**src/itoa_pkg.sv**
```systemverilog
package itoa_pkg;

    // Field widths of the beats
    localparam int DATA_WIDTH    = 32;
    localparam int BASE_IN_W     = 8;
    localparam int MIN_DIG_W     = 8;
    localparam int CHAR_W        = 7;

    // Pad limit range and default
    localparam int PAD_LIMIT_DEF = 32;
    localparam int PAD_LIMIT_MAX = 61;

    // Digit storage: base 2 of the largest magnitude needs DATA_WIDTH digits
    localparam int DIG_MAX   = DATA_WIDTH;
    localparam int DIG_IDX_W = $clog2(DIG_MAX);
    localparam int CNT_W     = $clog2(((DIG_MAX > PAD_LIMIT_MAX) ? DIG_MAX : PAD_LIMIT_MAX) + 1);

    // Radix handling
    localparam int BASE_W    = 5;
    localparam int STEP_BITS = 8;
    localparam int DIV_STEPS = DATA_WIDTH / STEP_BITS;
    localparam int STEP_W    = (DIV_STEPS > 1) ? $clog2(DIV_STEPS) : 1;

    localparam logic [BASE_IN_W-1:0] BASE_MIN = 8'd2;
    localparam logic [BASE_IN_W-1:0] BASE_MAX = 8'd16;
    localparam logic [BASE_IN_W-1:0] BASE_BIN = 8'd2;
    localparam logic [BASE_IN_W-1:0] BASE_QUA = 8'd4;
    localparam logic [BASE_IN_W-1:0] BASE_OCT = 8'd8;
    localparam logic [BASE_IN_W-1:0] BASE_DEC = 8'd10;
    localparam logic [BASE_IN_W-1:0] BASE_HEX = 8'd16;

    // Job queue between front and back
    localparam int QUEUE_DEPTH = 2;
    localparam int QPTR_W      = (QUEUE_DEPTH > 1) ? $clog2(QUEUE_DEPTH) : 1;
    localparam int QCNT_W      = $clog2(QUEUE_DEPTH + 1);

    // ASCII codes
    localparam logic [CHAR_W-1:0] CH_ZERO  = 7'h30;
    localparam logic [CHAR_W-1:0] CH_MINUS = 7'h2D;
    localparam logic [CHAR_W-1:0] CH_B     = 7'h62;
    localparam logic [CHAR_W-1:0] CH_O     = 7'h6F;
    localparam logic [CHAR_W-1:0] CH_D     = 7'h64;
    localparam logic [CHAR_W-1:0] CH_X     = 7'h78;
    localparam logic [CHAR_W-1:0] CH_ALPHA = 7'h37;  // 'A' minus ten

    typedef struct packed {
        logic signed [DATA_WIDTH-1:0] number;
        logic [BASE_IN_W-1:0]         base;
        logic                         with_prefix;
        logic [MIN_DIG_W-1:0]         min_digits;
    } itoa_num_t;

    typedef struct packed {
        logic [CHAR_W-1:0] char_out;
        logic              last;
    } itoa_txt_t;

    // Classified item handed from front to back
    typedef struct packed {
        logic [DATA_WIDTH-1:0] mag;
        logic                  negative;
        logic                  has_prefix;
        logic [CHAR_W-1:0]     prefix_ch;
        logic [BASE_W-1:0]     base;
        logic [CNT_W-1:0]      target;
    } itoa_job_t;

    typedef enum logic [2:0] {
        ST_IDLE,
        ST_DIV,
        ST_SIGN,
        ST_PRE0,
        ST_PRE1,
        ST_PAD,
        ST_DIGIT
    } itoa_state_t;

    // Upper-case digit character for a value 0..15
    function automatic logic [CHAR_W-1:0] digit_char(input logic [3:0] d);
        logic [CHAR_W-1:0] ext;
        ext = {{(CHAR_W-4){1'b0}}, d};
        if (d < 4'd10)
            return CH_ZERO + ext;
        else
            return CH_ALPHA + ext;
    endfunction

endpackage

```
**src/integer_to_ascii_radix_formatter.sv**
```systemverilog
// Integer to ASCII formatter for radix 2 to 16.
// Input channel num_*: one beat carries a signed number, a base, a prefix
// flag and a minimum digit count. Output channel txt_*: one beat per ASCII
// character, most significant first ('-', "0b/0o/0d/0x", zero padding,
// upper-case digits); last marks the final character of a number.
// A beat with a base outside 2..16 is accepted and produces nothing.
// Job flow: a two-entry job queue takes input beats while the back end works.
// The back end pops a job, then builds its digits: by mask and shift for
// bases 2, 4, 8 and 16, and for other bases with a radix divider retiring
// 8 quotient bits a cycle. Characters then leave at one per cycle while the
// receiver is ready. When the receiver stalls, the registered output holds
// its beat, the back end waits, and the queue fills before num_ready drops.
// Reset clears the queue, the sequencer and the output valid; no beat is
// pending afterwards.
module integer_to_ascii_radix_formatter #(
    parameter int PAD_LIMIT = itoa_pkg::PAD_LIMIT_DEF
) (
    input  logic                clk,
    input  logic                rst_n,
    input  logic                num_valid,
    output logic                num_ready,
    input  itoa_pkg::itoa_num_t num_data,
    output logic                txt_valid,
    input  logic                txt_ready,
    output itoa_pkg::itoa_txt_t txt_data
);
    import itoa_pkg::*;

    logic      push;
    logic      full;
    logic      pop;
    logic      empty;
    itoa_job_t push_job;
    itoa_job_t pop_job;

    itoa_front #(
        .PAD_LIMIT (PAD_LIMIT)
    ) u_front (
        .num_valid (num_valid),
        .num_ready (num_ready),
        .num_data  (num_data),
        .push      (push),
        .push_job  (push_job),
        .full      (full)
    );

    itoa_queue u_queue (
        .clk      (clk),
        .rst_n    (rst_n),
        .push     (push),
        .push_job (push_job),
        .full     (full),
        .pop      (pop),
        .pop_job  (pop_job),
        .empty    (empty)
    );

    itoa_back u_back (
        .clk       (clk),
        .rst_n     (rst_n),
        .empty     (empty),
        .pop       (pop),
        .pop_job   (pop_job),
        .txt_valid (txt_valid),
        .txt_ready (txt_ready),
        .txt_data  (txt_data)
    );

endmodule

```
**src/itoa_queue.sv**
```systemverilog
module itoa_queue (
    input  logic                clk,
    input  logic                rst_n,
    input  logic                push,
    input  itoa_pkg::itoa_job_t push_job,
    output logic                full,
    input  logic                pop,
    output itoa_pkg::itoa_job_t pop_job,
    output logic                empty
);
    import itoa_pkg::*;

    itoa_job_t         mem_reg [QUEUE_DEPTH];
    logic [QPTR_W-1:0] wr_ptr_reg, wr_ptr_next;
    logic [QPTR_W-1:0] rd_ptr_reg, rd_ptr_next;
    logic [QCNT_W-1:0] cnt_reg, cnt_next;

    assign full    = (cnt_reg == QCNT_W'(QUEUE_DEPTH));
    assign empty   = (cnt_reg == '0);
    assign pop_job = mem_reg[rd_ptr_reg];

    // Advance pointers and occupancy
    always_comb
    begin
        wr_ptr_next = wr_ptr_reg;
        rd_ptr_next = rd_ptr_reg;
        cnt_next    = cnt_reg;
        if (push)
        begin
            wr_ptr_next = (wr_ptr_reg == QPTR_W'(QUEUE_DEPTH - 1)) ? '0 : wr_ptr_reg + 1'b1;
        end
        if (pop)
        begin
            rd_ptr_next = (rd_ptr_reg == QPTR_W'(QUEUE_DEPTH - 1)) ? '0 : rd_ptr_reg + 1'b1;
        end
        if (push && !pop)
            cnt_next = cnt_reg + 1'b1;
        else if (!push && pop)
            cnt_next = cnt_reg - 1'b1;
    end

    always_ff @(posedge clk or negedge rst_n)
    begin
        if (!rst_n)
        begin
            wr_ptr_reg <= '0;
            rd_ptr_reg <= '0;
            cnt_reg    <= '0;
        end
        else
        begin
            wr_ptr_reg <= wr_ptr_next;
            rd_ptr_reg <= rd_ptr_next;
            cnt_reg    <= cnt_next;
        end
    end

    // Store entries
    always_ff @(posedge clk)
    begin
        if (push)
            mem_reg[wr_ptr_reg] <= push_job;
    end

endmodule

```
**src/itoa_front.sv**
```systemverilog
module itoa_front #(
    parameter int PAD_LIMIT = itoa_pkg::PAD_LIMIT_DEF
) (
    input  logic                num_valid,
    output logic                num_ready,
    input  itoa_pkg::itoa_num_t num_data,
    output logic                push,
    output itoa_pkg::itoa_job_t push_job,
    input  logic                full
);
    import itoa_pkg::*;

    logic [DATA_WIDTH-1:0] raw;
    logic                  neg;
    logic                  base_ok;
    logic                  pre_ok;
    logic [CHAR_W-1:0]     pre_ch;

    // Accept whenever the queue has room; drop beats with a bad base
    assign num_ready = !full;
    assign push      = num_valid && !full && base_ok;

    assign raw     = num_data.number;
    assign neg     = raw[DATA_WIDTH-1];
    assign base_ok = (num_data.base >= BASE_MIN) && (num_data.base <= BASE_MAX);

    // Decode the prefix letter
    always_comb
    begin
        pre_ok = 1'b1;
        pre_ch = CH_ZERO;
        unique case (num_data.base)
            BASE_BIN: pre_ch = CH_B;
            BASE_OCT: pre_ch = CH_O;
            BASE_DEC: pre_ch = CH_D;
            BASE_HEX: pre_ch = CH_X;
            default:  pre_ok = 1'b0;
        endcase
    end

    // Build the job: magnitude, sign, prefix and saturated pad target
    always_comb
    begin
        push_job.mag        = neg ? (~raw + {{(DATA_WIDTH-1){1'b0}}, 1'b1}) : raw;
        push_job.negative   = neg;
        push_job.has_prefix = num_data.with_prefix && pre_ok;
        push_job.prefix_ch  = pre_ch;
        push_job.base       = num_data.base[BASE_W-1:0];
        if (num_data.min_digits > MIN_DIG_W'(PAD_LIMIT))
            push_job.target = CNT_W'(PAD_LIMIT);
        else
            push_job.target = num_data.min_digits[CNT_W-1:0];
    end

endmodule

```
**src/itoa_back.sv**
```systemverilog
module itoa_back (
    input  logic                clk,
    input  logic                rst_n,
    input  logic                empty,
    output logic                pop,
    input  itoa_pkg::itoa_job_t pop_job,
    output logic                txt_valid,
    input  logic                txt_ready,
    output itoa_pkg::itoa_txt_t txt_data
);
    import itoa_pkg::*;

    itoa_state_t           state_reg, state_next;
    itoa_job_t             job_reg;
    logic [DATA_WIDTH-1:0] work_reg;
    logic [DATA_WIDTH-1:0] quot_reg;
    logic [3:0]            rem_reg;
    logic [STEP_W-1:0]     step_reg;
    logic [3:0]            dig_reg [DIG_MAX];
    logic [CNT_W-1:0]      ndig_reg;
    logic [CNT_W-1:0]      pad_reg;
    logic [DIG_IDX_W-1:0]  idx_reg;
    logic                  out_valid_reg;
    itoa_txt_t             out_reg;

    logic [DATA_WIDTH-1:0] div_work;
    logic [DATA_WIDTH-1:0] div_quot;
    logic [3:0]            div_rem;
    logic                  pow2;
    logic [2:0]            shamt;
    logic [3:0]            dmask;
    logic                  digit_done;
    logic [3:0]            digit_val;
    logic [DATA_WIDTH-1:0] rest;
    logic                  div_finish;
    logic [CNT_W-1:0]      ndig_next;
    logic [CNT_W-1:0]      pad_calc;
    logic                  emit;
    logic [CHAR_W-1:0]     emit_ch;
    logic                  emit_last;
    logic                  load;

    // Eight restoring division steps per cycle on the running dividend
    always_comb
    begin
        logic [4:0]            r;
        logic [DATA_WIDTH-1:0] w;
        logic [DATA_WIDTH-1:0] q;
        r = {1'b0, rem_reg};
        w = work_reg;
        q = quot_reg;
        for (int i = 0; i < STEP_BITS; i++)
        begin
            r = {r[3:0], w[DATA_WIDTH-1]};
            w = {w[DATA_WIDTH-2:0], 1'b0};
            q = {q[DATA_WIDTH-2:0], 1'b0};
            if (r >= job_reg.base)
            begin
                r    = r - job_reg.base;
                q[0] = 1'b1;
            end
        end
        div_work = w;
        div_quot = q;
        div_rem  = r[3:0];
    end

    // Power-of-two bases take a digit by mask and shift
    always_comb
    begin
        pow2  = 1'b1;
        shamt = 3'd1;
        dmask = 4'h1;
        unique case (job_reg.base)
            BASE_W'(BASE_BIN): begin shamt = 3'd1; dmask = 4'h1; end
            BASE_W'(BASE_QUA): begin shamt = 3'd2; dmask = 4'h3; end
            BASE_W'(BASE_OCT): begin shamt = 3'd3; dmask = 4'h7; end
            BASE_W'(BASE_HEX): begin shamt = 3'd4; dmask = 4'hF; end
            default:           pow2 = 1'b0;
        endcase
    end

    // Pick the digit that completes this cycle
    always_comb
    begin
        if (pow2)
        begin
            digit_done = 1'b1;
            digit_val  = work_reg[3:0] & dmask;
            rest       = work_reg >> shamt;
        end
        else
        begin
            digit_done = (step_reg == STEP_W'(DIV_STEPS - 1));
            digit_val  = div_rem;
            rest       = div_quot;
        end
        ndig_next  = ndig_reg + 1'b1;
        div_finish = digit_done && ((rest == '0) || (ndig_reg == CNT_W'(DIG_MAX - 1)));
        pad_calc   = (job_reg.target > ndig_next) ? (job_reg.target - ndig_next) : '0;
    end

    // Next state
    always_comb
    begin
        state_next = state_reg;
        unique case (state_reg)
            ST_IDLE:
            begin
                if (!empty)
                    state_next = ST_DIV;
            end
            ST_DIV:
            begin
                if (div_finish)
                begin
                    if (job_reg.negative)
                        state_next = ST_SIGN;
                    else if (job_reg.has_prefix)
                        state_next = ST_PRE0;
                    else if (pad_calc != '0)
                        state_next = ST_PAD;
                    else
                        state_next = ST_DIGIT;
                end
            end
            ST_SIGN:
            begin
                if (load)
                begin
                    if (job_reg.has_prefix)
                        state_next = ST_PRE0;
                    else if (pad_reg != '0)
                        state_next = ST_PAD;
                    else
                        state_next = ST_DIGIT;
                end
            end
            ST_PRE0:
            begin
                if (load)
                    state_next = ST_PRE1;
            end
            ST_PRE1:
            begin
                if (load)
                    state_next = (pad_reg != '0) ? ST_PAD : ST_DIGIT;
            end
            ST_PAD:
            begin
                if (load && (pad_reg == CNT_W'(1)))
                    state_next = ST_DIGIT;
            end
            ST_DIGIT:
            begin
                if (load && (idx_reg == '0))
                    state_next = ST_IDLE;
            end
            default:
                state_next = ST_IDLE;
        endcase
    end

    // Outputs of each state
    always_comb
    begin
        pop       = 1'b0;
        emit      = 1'b0;
        emit_ch   = CH_ZERO;
        emit_last = 1'b0;
        unique case (state_reg)
            ST_IDLE:  pop = !empty;
            ST_DIV:   emit = 1'b0;
            ST_SIGN:  begin emit = 1'b1; emit_ch = CH_MINUS; end
            ST_PRE0:  begin emit = 1'b1; emit_ch = CH_ZERO; end
            ST_PRE1:  begin emit = 1'b1; emit_ch = job_reg.prefix_ch; end
            ST_PAD:   begin emit = 1'b1; emit_ch = CH_ZERO; end
            ST_DIGIT:
            begin
                emit      = 1'b1;
                emit_ch   = digit_char(dig_reg[idx_reg]);
                emit_last = (idx_reg == '0);
            end
            default:  emit = 1'b0;
        endcase
    end

    // Load the output register when it is empty or being drained
    assign load      = emit && (!out_valid_reg || txt_ready);
    assign txt_valid = out_valid_reg;
    assign txt_data  = out_reg;

    always_ff @(posedge clk or negedge rst_n)
    begin
        if (!rst_n)
        begin
            state_reg     <= ST_IDLE;
            out_valid_reg <= 1'b0;
        end
        else
        begin
            state_reg <= state_next;
            if (load)
                out_valid_reg <= 1'b1;
            else if (txt_ready)
                out_valid_reg <= 1'b0;
        end
    end

    // Datapath: load the output beat, take a job, run the digit loop, count out pad and digits
    always_ff @(posedge clk)
    begin
        if (load)
        begin
            out_reg.char_out <= emit_ch;
            out_reg.last     <= emit_last;
        end
        if (pop)
        begin
            job_reg  <= pop_job;
            work_reg <= pop_job.mag;
            quot_reg <= '0;
            rem_reg  <= '0;
            step_reg <= '0;
            ndig_reg <= '0;
        end
        else if (state_reg == ST_DIV)
        begin
            if (digit_done)
            begin
                dig_reg[ndig_reg[DIG_IDX_W-1:0]] <= digit_val;
                ndig_reg <= ndig_next;
                work_reg <= rest;
                quot_reg <= '0;
                rem_reg  <= '0;
                step_reg <= '0;
                if (div_finish)
                begin
                    pad_reg <= pad_calc;
                    idx_reg <= ndig_reg[DIG_IDX_W-1:0];
                end
            end
            else
            begin
                work_reg <= div_work;
                quot_reg <= div_quot;
                rem_reg  <= div_rem;
                step_reg <= step_reg + 1'b1;
            end
        end
        else if (load && (state_reg == ST_PAD))
        begin
            pad_reg <= pad_reg - 1'b1;
        end
        else if (load && (state_reg == ST_DIGIT))
        begin
            idx_reg <= idx_reg - 1'b1;
        end
    end

endmodule

```
**config.mk**
```make
export PLATFORM = sky130hd
export DESIGN_NAME = integer_to_ascii_radix_formatter
export DESIGN_NICKNAME = d
export VERILOG_FILES = /design/src/itoa_pkg.sv /design/src/integer_to_ascii_radix_formatter.sv /design/src/itoa_queue.sv /design/src/itoa_front.sv /design/src/itoa_back.sv
export SDC_FILE = /design/constraint.sdc
export NUM_CORES = 1
export LEC_CHECK = 0
export ABC_AREA = 0
export BUFFER_PORTS_ARGS = -buffer_cell sky130_fd_sc_hd__buf_2
export CAP_MARGIN = 20
export CORE_MARGIN = 10
export CORE_UTILIZATION = 50
export DETAILED_ROUTE_END_ITERATION = 12
export GPL_TIMING_DRIVEN = 0
export PLACE_DENSITY = 0.68
export SLEW_MARGIN = 20
export SYNTH_ARGS = -nofsm -noshare
export SYNTH_HDL_FRONTEND = slang
export SYNTH_SLANG_ARGS = --single-unit
```
**constraint.sdc**
```tcl
create_clock -name clk -period 17.4 [get_ports clk]
set_input_delay 1.74 -clock clk [delete_from_list [all_inputs] [get_ports clk]]
set_output_delay 1.74 -clock clk [all_outputs]
set_load 0.02 [all_outputs]
```
# Word-level counts from Yosys, hierarchy flattened
# Memories as Yosys holds them, arrays and structs flattened. A register that Yosys moved wholly into a read port is not among the register bits.
# Cells that the tools add are included.
# Widths: inputs -> output; s select.
dict set report totals {
  reg_bits 115
  mem_bits_rw 232
  in_bits 53
  out_inout_bits 10
  word_cells 194
  mem_count 2
}
# memory words word_bits rd rd_ports_with_merged_regs wr line
set mem_list {}
lappend mem_list {u_back.dig_reg 32 4 1 1 1 itoa_back.sv:19} ;# logic [3:0] dig_reg [DIG_MAX];
lappend mem_list {u_queue.mem_reg 2 52 1 0 1 itoa_queue.sv:13} ;# itoa_job_t mem_reg [QUEUE_DEPTH];
dict set report op_classes {
  addsub 20
  n_lt_le_gt_ge 13
  eq_ne 27
  shift 1
  n_mux 72
  bitwise 3
  reduce_logical 37
}
# cell n
set op_table {}
lappend op_table {{$mux 32} 5}
lappend op_table {{$ge 5x5->1} 8}
lappend op_table {{$mux 4} 10}
lappend op_table {{$mux 6} 6}
lappend op_table {{$add 32x1->32 const B} 1}
lappend op_table {{$logic_not 32->1} 1}
lappend op_table {{$not 32->32} 1}
lappend op_table {{$shr 32x3->32} 1}
lappend op_table {{$sub 4x4->4} 8}
lappend op_table {{$mux 3} 10}
lappend op_table {{$mux 5} 6}
lappend op_table {{$pmux 7 s4} 1}
lappend op_table {{$mux 24} 1}
lappend op_table {{$mux 1} 23}
lappend op_table {{$pmux 3 s7} 1}
lappend op_table {{$pmux 7 s3} 1}
lappend op_table {{$eq 8x4->1 const B} 2}
lappend op_table {{$ne 2x1->1 const B} 8}
lappend op_table {{$add 6x4->7 const A} 2}
lappend op_table {{$logic_and 1x1->1} 12}
lappend op_table {{$pmux 4 s3} 1}
lappend op_table {{$reduce_bool 6->1} 2}
lappend op_table {{$mux 2} 5}
lappend op_table {{$reduce_bool 2->1} 5}
lappend op_table {{40 further kinds} 52}

# Longest topological paths before layout
# Gate-level depths: netlist of run 1.
dict set report depth {
  depth_word 24
  ltp_mapped 63
  depth_no_buf 61
}

# Modules after synthesis
# From an unflattened synthesis of run 1, not the netlist that was laid out.
dict set report unflattened {
  cells_unflattened 1544
  area_unflattened_um2 18894.4
}
# mod n_inst cells_each area_each_um2 seq_area_each_um2
set by_module_without_submodules {}
lappend by_module_without_submodules {itoa_back 1 1228 13674.4 6896.6}
lappend by_module_without_submodules {itoa_queue 1 178 4190.3 3223.1}
lappend by_module_without_submodules {itoa_front 1 138 1029.7 0.0}

# Worst setup path before layout of run 1
# OpenSTA, ideal clock, no wires.
dict set report synth_timing {
  path_kind {register -> register}
  startpoint {register u_back.job_reg[7] (netlist name)}
  endpoint {register u_back.pad_reg[0], enable pin}
  arrival_ns 13.386
  required_time_ns 17.022
  slack_ns 3.636
  stages_incl_launch_ff 61
  period_less_slack_ns 13.764
  path_cell_list {edfxtp_1 buf_2 inv_1 ha_1 nand2b_1 a21oi_1 o22ai_1 nor2_1 a21oi_1 inv_1 ha_1 nor2b_1 o21ai_0 a21oi_1 o21ai_0 nand2_1 mux2_2 inv_1 [25 not listed] mux2_2 ha_1 a41o_1 nor2_1 a31oi_1 nand2_1 o21ai_0 inv_1 ha_1 nor2b_1 o31a_1 o22ai_1 nand2_1 a21oi_1 nand4_1 nor4_4 a31oi_4 a2111oi_2}
}
dict set report synth_between {
  elab_chain_len 22
  word_cells_on_any_way 46
}
# element line
set synth_lines {}
lappend synth_lines {{start, declared} itoa_back.sv:14} ;# itoa_job_t job_reg;
lappend synth_lines {{start signal, assigned} itoa_back.sv:220} ;# job_reg <= pop_job;
lappend synth_lines {{$sub 4x4->4 or $ge 5x5->1 (tied branches)} {itoa_back.sv:59, itoa_back.sv:57}}
lappend synth_lines {{$mux 4} itoa_back.sv:57} ;# if (r >= job_reg.base)
lappend synth_lines {{$sub 4x4->4 or $ge 5x5->1 (tied branches)} {itoa_back.sv:59, itoa_back.sv:57}}
lappend synth_lines {{$mux 4} itoa_back.sv:57}
lappend synth_lines {{$sub 4x4->4 or $ge 5x5->1 (tied branches)} {itoa_back.sv:59, itoa_back.sv:57}}
lappend synth_lines {{$mux 4} itoa_back.sv:57}
lappend synth_lines {{$ge 5x5->1 or $sub 4x4->4 (tied branches)} {itoa_back.sv:57, itoa_back.sv:59}}
lappend synth_lines {{$mux 4} itoa_back.sv:57}
lappend synth_lines {{[6 not listed]} n/a}
lappend synth_lines {{$ge 5x5->1} itoa_back.sv:57}
lappend synth_lines {{$mux 1} itoa_back.sv:57}
lappend synth_lines {{$mux 32} itoa_back.sv:86} ;# if (pow2)
lappend synth_lines {{$logic_not 32->1} itoa_back.sv:99} ;# div_finish = digit_done && ((rest == '0) || (ndig_reg == CNT_W'(DIG_MAX - 1)));
lappend synth_lines {{$logic_or 1x1->1} itoa_back.sv:99}
lappend synth_lines {{$logic_and 1x1->1} itoa_back.sv:99}
lappend synth_lines {{$ne 2x1->1 (no line)} n/a}
lappend synth_lines {{$reduce_and 4->1 (no line) *} n/a}
lappend synth_lines {{end signal, assigned} itoa_back.sv:239} ;# pad_reg <= pad_calc;
lappend synth_lines {{end signal, assigned} itoa_back.sv:253} ;# pad_reg <= pad_reg - 1'b1;
lappend synth_lines {{end, declared} itoa_back.sv:21} ;# logic [CNT_W-1:0] pad_reg;
# Every way passes the cells marked *; elsewhere a longest branch is shown, timed or not.
# A chain may end at the register's enable or synchronous reset.

# Worst setup path after layout of run 1
dict set report layout_timing {
  startpoint {register u_back.job_reg[8] (netlist name)}
  endpoint {register u_back.pad_reg[4], enable pin}
}
dict set report layout_between {
  elab_chain_len 22
  word_cells_on_any_way 46
}
# element line
set layout_lines {}
lappend layout_lines {{$sub 4x4->4 or $ge 5x5->1 (tied branches)} {itoa_back.sv:59, itoa_back.sv:57}}
lappend layout_lines {{$mux 4} itoa_back.sv:57}
lappend layout_lines {{$sub 4x4->4 or $ge 5x5->1 (tied branches)} {itoa_back.sv:59, itoa_back.sv:57}}
lappend layout_lines {{$mux 4} itoa_back.sv:57}
lappend layout_lines {{$ge 5x5->1 or $sub 4x4->4 (tied branches)} {itoa_back.sv:57, itoa_back.sv:59}}
lappend layout_lines {{$mux 4} itoa_back.sv:57}
lappend layout_lines {{$sub 4x4->4 or $ge 5x5->1 (tied branches)} {itoa_back.sv:59, itoa_back.sv:57}}
lappend layout_lines {{$mux 4} itoa_back.sv:57}
lappend layout_lines {{[6 not listed]} n/a}
lappend layout_lines {{$ge 5x5->1} itoa_back.sv:57}
lappend layout_lines {{$mux 1} itoa_back.sv:57}
lappend layout_lines {{$mux 32} itoa_back.sv:86}
lappend layout_lines {{$logic_not 32->1} itoa_back.sv:99}
lappend layout_lines {{$logic_or 1x1->1} itoa_back.sv:99}
lappend layout_lines {{$logic_and 1x1->1} itoa_back.sv:99}
lappend layout_lines {{$ne 2x1->1 (no line)} n/a}
lappend layout_lines {{$reduce_and 4->1 (no line) *} n/a}
# Marks and branches as above.

==> out/qor.yml, run 1 <==
clock_network:
  cts_buffers: 36
  path_clk_slew_ns: 0.06
  cts_sinks: 349
  cts_buffer_depth: 3
  clock_latency_ns: 0.54
  cts_root_buf: "clkbuf_16"
  cts_tree: "built"
  htreeDepth: 2
floorplan:
  die_x_um: 211
  coreArea_sq_um: 35800
  start_util_pct: 51.0
  row_count: 69
  die_h_um: 211
  pin_count: 63
  die_area_sq_um: 44600
yosys:
  yosys_register_bits: 349
  synth.avg_cell_area_sq_um: 12.1
  synth_top_area_share_pct: 49.3
  synth.net_count: 1626
  synth_cell_types: 83
  syn_inst: 1505
  ys.flop_type: "edfxtp_1"
  ys.warnings.count: 0
  netlist_area_sq_um: 18300
  synthTopCellsByArea: "edfxtp_1 (49%), mux4_2 (4.9%), dfxtp_1 (4.5%), ha_1 (4.0%), o21ai_0 (3.0%)"
  synth_edf_count: 300
  yosysSeqAreaShare_pct: 54.9
  synth_top_area_cell: "edfxtp_1"
  synth.most_common_cell: "edfxtp_1"
  synth_common_cells: "edfxtp_1 (300), nor2_1 (110), o21ai_0 (110)"
  async_reset_ff_share_pct: 2.29
critical_path:
  worst_r2r_startpoint: "u_back.job_reg[8]$_DFFE_PP_"
  crit_arrival_ns: 16.39
  critPathRequiredTime_ns: 17.57
  regToRegEndpoint: "u_back.pad_reg[4]$_DFFE_PP_"
  slowest_stage: "a2111oi_4"
  crit_path_max_fanout: 10
  critPathCaptureType: "register"
  rrSetupSlack_ns: 1.17
  critPathKind: "reg -> reg"
  r2r_cells: 61
  start_kind: "register"
  max_stage_delay_ns: 0.62
final_layout:
  largest_reg_flops: 128
  postLayoutCellArea_sq_um: 20400
  diodes: 0
  multi_input_area_sq_um: 7790
  finalNetCount: 1733
  layout-drive-gt1-share_pct: 15.5
  syn2layout_area_growth_pct: 11.9
  register_area_sq_um: 10000
  fillCellCount: 2969
  final_util_pct: 57.1
route:
  avgViaCountPerCell: 6.23
  via_count: 13100
  post-route-drc-count: 0
  drt_first_iter_violations: 1192
  wl_um: 50000
  ant_nets: 0
  first_pass_iters: 5
  detail_route.wl_per_cell_um: 23.8
timing:
  slew_headroom_pct: 36.8
  finalCriticalPeriod_ns: 16.23
  fin_crit_sh_pct: 93.2
  hold_slack_ns: 0.485
  clock_skew_ns: 0.0160
  finalHoldViolations: 0
  drv_slew: 0
  fin_setup_tns_ns: 0
  tightest_slew_ns: 0.944
  setup_viol: 0
  max_freq_ghz: 0.0616
global_routing:
  grt_max_degree: 52
  antenna_found_initial: 1
  grt_pass1_vias: 12900
  overflow: 0
  grt_pass1_wl_um: 76800
  grt_use_total_pct: 22.3
hold_path:
  hold_path.class: "reg -> reg"
  hold_path_depth: 1
  whs_endpoint: "u_back.step_reg[1]$_SDFFE_PP0P_"
  min_from: "u_back.step_reg[1]$_SDFFE_PP0P_"
job:
  max_cap_violations: 0
placed_design:
  place_area_sq_um: 19300
  port-buffer-count: 62
  detailed_place_hpwl_um: 36300
  gp_congestion: 1.02
outcome:
  outcome: "completed"
==> cell usage in the layout (no fill, tap or decap), types with 6 or more instances in the layout <==
cell type	Yosys	final
mux2_2	34	34
xor2_1	21	21
a21oi_1	68	68
nand3_1	48	48
nand2b_1	18	18
and2_1	10	9
a211oi_1	16	15
a31oi_1	16	14
fa_1	9	9
a221oi_1	6	6
buf_4	3	6
o211ai_1	20	20
o22ai_1	12	9
edfxtp_1	300	300
ha_1	59	59
nand2_1	106	106
o41ai_1	7	7
dfrtp_1	8	8
inv_1	54	53
dfxtp_1	41	41
buf_2	12	74
nor2b_1	15	14
clkbuf_16	0	37
nand4_1	11	11
o21ai_0	110	109
xnor2_1	52	52
o31ai_1	18	18
nor3_1	25	25
or3_1	7	7
nor2_1	110	109
a22o_1	23	21
nor4_1	8	8
mux4_2	40	40
clkbuf_1	50	61
and3_1	8	8
mux2i_1	51	51
a21o_1	8	8
==> cell type report <==
class                           count  area share, %
Timing Repair Buffer               69           2.09
Sequential cell                   349           49.1
Multi-Input combinational cell   1029           38.1
Buffer                             73           1.59
Inverter                           54          0.992
Clock buffer                       53           4.93
Clock inverter                     10          0.392
Tap cell                          461           2.82
==> worst max-delay path, delay by kind of cell, from the launching register on <==
kind	cells	cell delay (ns)
AO/OA/AOI/OAI	28	8.69
AND/OR/NAND/NOR	13	2.23
adder cells (fa/ha/maj)	8	2.36
flip-flops	1	0.39
buffers and inverters	10	1.31
multiplexers	2	0.84
==> what timing repair did <==
action	CTS	global route
resized for setup	3	4
hold buffers	0	0
buffers inserted	0	3
setup endpoints to repair	11	67
==> logic make-up (layout without fill, tap and decap cells) <==
logic type / after synthesis / in the layout / synth area share, %
simple gates: 405 / 405 / 11.1
compound gates: 358 / 358 / 12.8
flops: 349 / 349 / 54.9
buf+inv: 127 / 259 / 2.88
mux: 125 / 125 / 9.82
xor+xnor: 73 / 73 / 3.50
fa+ha+maj: 68 / 68 / 5.03
==> metal layers <==
metal / routed length, um / global-route usage, % / vias up / share of wire [%]
met3: 3830 / 3.74 / 121 / 7.7
li1: - / - / 5970 / -
met2: 23100 / 35.3 / 571 / 46
met4: 1530 / 7.27 / 2 / 3.1
met5: 14 / 0 / - / 0.028
met1: 21500 / 30.6 / 6400 / 43
==> per-stage QoR <==
stage,std cells,setup slack (ns)
floorplan,1505,3.64
detailed placement,2032,-0.545
finish,2098,1.17
global placement,2028,-1.40
global route,2098,-0.0232
CTS,2095,0.253
==> how the worst max path moves through the flow <==
stage                                           start                              end  slack, ns  cells after the start
after floorplan           u_back.job_reg[7]$_DFFE_PP_      u_back.pad_reg[0]$_DFFE_PP_       3.64                     60
after global placement    u_back.job_reg[7]$_DFFE_PP_  u_back.dig_reg[19][2]$_DFFE_PP_      -1.40                     54
after detailed placement  u_back.job_reg[7]$_DFFE_PP_      u_back.pad_reg[3]$_DFFE_PP_      -0.55                     59
after CTS                 u_back.job_reg[7]$_DFFE_PP_      u_back.pad_reg[3]$_DFFE_PP_       0.25                     59
after global routing      u_back.job_reg[9]$_DFFE_PP_      u_back.pad_reg[1]$_DFFE_PP_      -0.02                     60
final                     u_back.job_reg[8]$_DFFE_PP_      u_back.pad_reg[4]$_DFFE_PP_       1.17                     61
Power of run 1 is left out: the tool's default activity adds up to more than one toggle a clock period on the data nets, which glitch-free logic cannot reach.
==> inputs of run 2 (changes only) <==
Settings changed: CORE_UTILIZATION 50 to 40, MAX_ROUTING_LAYER from default to met4, PLACE_DENSITY 0.68 to 0.57.
==> out/qor.yml, run 2 (synthesis gave the netlist of run 1 again) <==
final_layout:
  fillCellCount: 4180
  finalNetCount: 1734
  final_cell_mix: "edfxtp_1 (300), o21ai_0 (109), nor2_1 (109), nand2_1 (106), buf_2 (74)"
  syn2layout_area_growth_pct: 13.8
  multi_input_area_sq_um: 7790
  largest_reg_flops: 128
  final_common_cell: "edfxtp_1"
  layout-drive-gt1-share_pct: 15.8
  register_area_sq_um: 10000
  final_util_pct: 45.9
global_routing:
  antenna_found_initial: 0
  grt_pass1_vias: 13000
  overflow: 0
  grt_max_degree: 52
  grt_pass1_wl_um: 79500
  grt_use_total_pct: 19.6
timing:
  fin_setup_tns_ns: 0
  hold_slack_ns: 0.476
  finalCriticalPeriod_ns: 16.13
  clock_skew_ns: 0.0215
  fin_crit_sh_pct: 92.7
  drv_slew: 0
  max_freq_ghz: 0.0620
  setup_viol: 0
  tightest_slew_ns: 1.03
  slew_headroom_pct: 31.0
  rsz0062_at_grt: "false"
  finalHoldViolations: 0
floorplan:
  coreArea_sq_um: 45300
  die_x_um: 234
  row_count: 78
  pin_count: 63
  start_util_pct: 40.3
  die_area_sq_um: 54600
  die_h_um: 234
placed_design:
  gp_congestion: 1.03
  port-buffer-count: 62
  detailed_place_hpwl_um: 38200
clock_network:
  htreeDepth: 2
  hold_buffers: 0
  path_clk_slew_ns: 0.06
  cts_root_buf: "clkbuf_16"
  cts_sinks: 349
  cts_buffers: 37
  cts_buffer_depth: 3
  clock_latency_ns: 0.56
  cts_tree: "built"
critical_path:
  max_stage_delay_ns: 0.61
  crit_path_max_fanout: 10
  critPathRequiredTime_ns: 17.58
  slowest_stage: "a2111oi_4"
  worst_r2r_startpoint: "u_back.job_reg[8]$_DFFE_PP_"
  critPathKind: "reg -> reg"
  rrSetupSlack_ns: 1.27
  r2r_cells: 61
  regToRegEndpoint: "u_back.pad_reg[0]$_DFFE_PP_"
  critical_path.startpoint: "u_back.job_reg[8]$_DFFE_PP_"
  crit_arrival_ns: 16.32
  start_kind: "register"
  critPathCaptureType: "register"
hold_path:
  min_from: "u_back.quot_reg[22]$_SDFFE_PP0P_"
  hold_path_depth: 2
  whs_endpoint: "u_back.quot_reg[22]$_SDFFE_PP0P_"
  hold_path.class: "reg -> reg"
route:
  ant_nets: 0
  via_count: 12900
  first_pass_iters: 6
  wl_um: 51900
  detail_route.wl_per_cell_um: 23.1
  avgViaCountPerCell: 5.76
  post-route-drc-count: 0
  drt_first_iter_violations: 1083
outcome:
  outcome: "completed"
job:
  max_cap_violations: 0
-- run 2: how the worst max path moves through the flow --
stage	slack (ns)	endpoint
final	1.27	u_back.pad_reg[0]$_DFFE_PP_
after global placement	-1.77	u_back.dig_reg[26][2]$_DFFE_PP_
after CTS	0.30	u_back.pad_reg[0]$_DFFE_PP_
after detailed placement	-0.66	u_back.pad_reg[4]$_DFFE_PP_
after global routing	0.23	u_back.pad_reg[0]$_DFFE_PP_
after floorplan	3.64	u_back.pad_reg[0]$_DFFE_PP_
-- run 2: final cells by class --
cell class | instances | share of cell area [%]
multi-input cells | 1029 | 37.5
repair buffers | 69 | 2.25
inverters | 54 | 0.975
flip-flops and latches | 349 | 48.3
plain buffers | 73 | 1.56
diodes | 1 | 0.0120
clock inverters | 20 | 0.982
well taps | 600 | 3.61
clock buffers | 47 | 4.84
-- run 2: layer usage --
| layer | wire length [um] | GRT usage, % |
|---|---|---|
| met2 | 23500 | 29.4 |
| met4 | 1610 | 6.63 |
| met3 | 3410 | 3.34 |
| met5 | 0 | - |
| met1 | 23400 | 26.6 |
-- run 2: critical path: cells and delay by family (launching register included) --
family                     cells  cell delay [ns]
DFF                            1             0.39
and+or+nand+nor               13             2.19
muxes                          2             0.83
buffers and inverters         10             1.33
adders and majority gates      8             2.33
AOI/OAI and AO/OA             28             8.68
-- run 2: stage by stage --
stage	std cells	worst slack (ns)	cell area, sq um
CTS	2241	0.304	20700
global route	2241	0.226	20800
global placement	2167	-1.77	19300
floorplan	1505	3.64	18300
detailed placement	2173	-0.655	19500
finish	2242	1.27	20800
-- run 2: what timing repair did --
| item | in CTS | in global routing |
|---|---|---|
| resized for setup | 2 | 5 |
| setup endpoints to repair | 14 | 19 |
| setup buffers | 1 | 0 |
Power of run 2 is left out for the same reason.
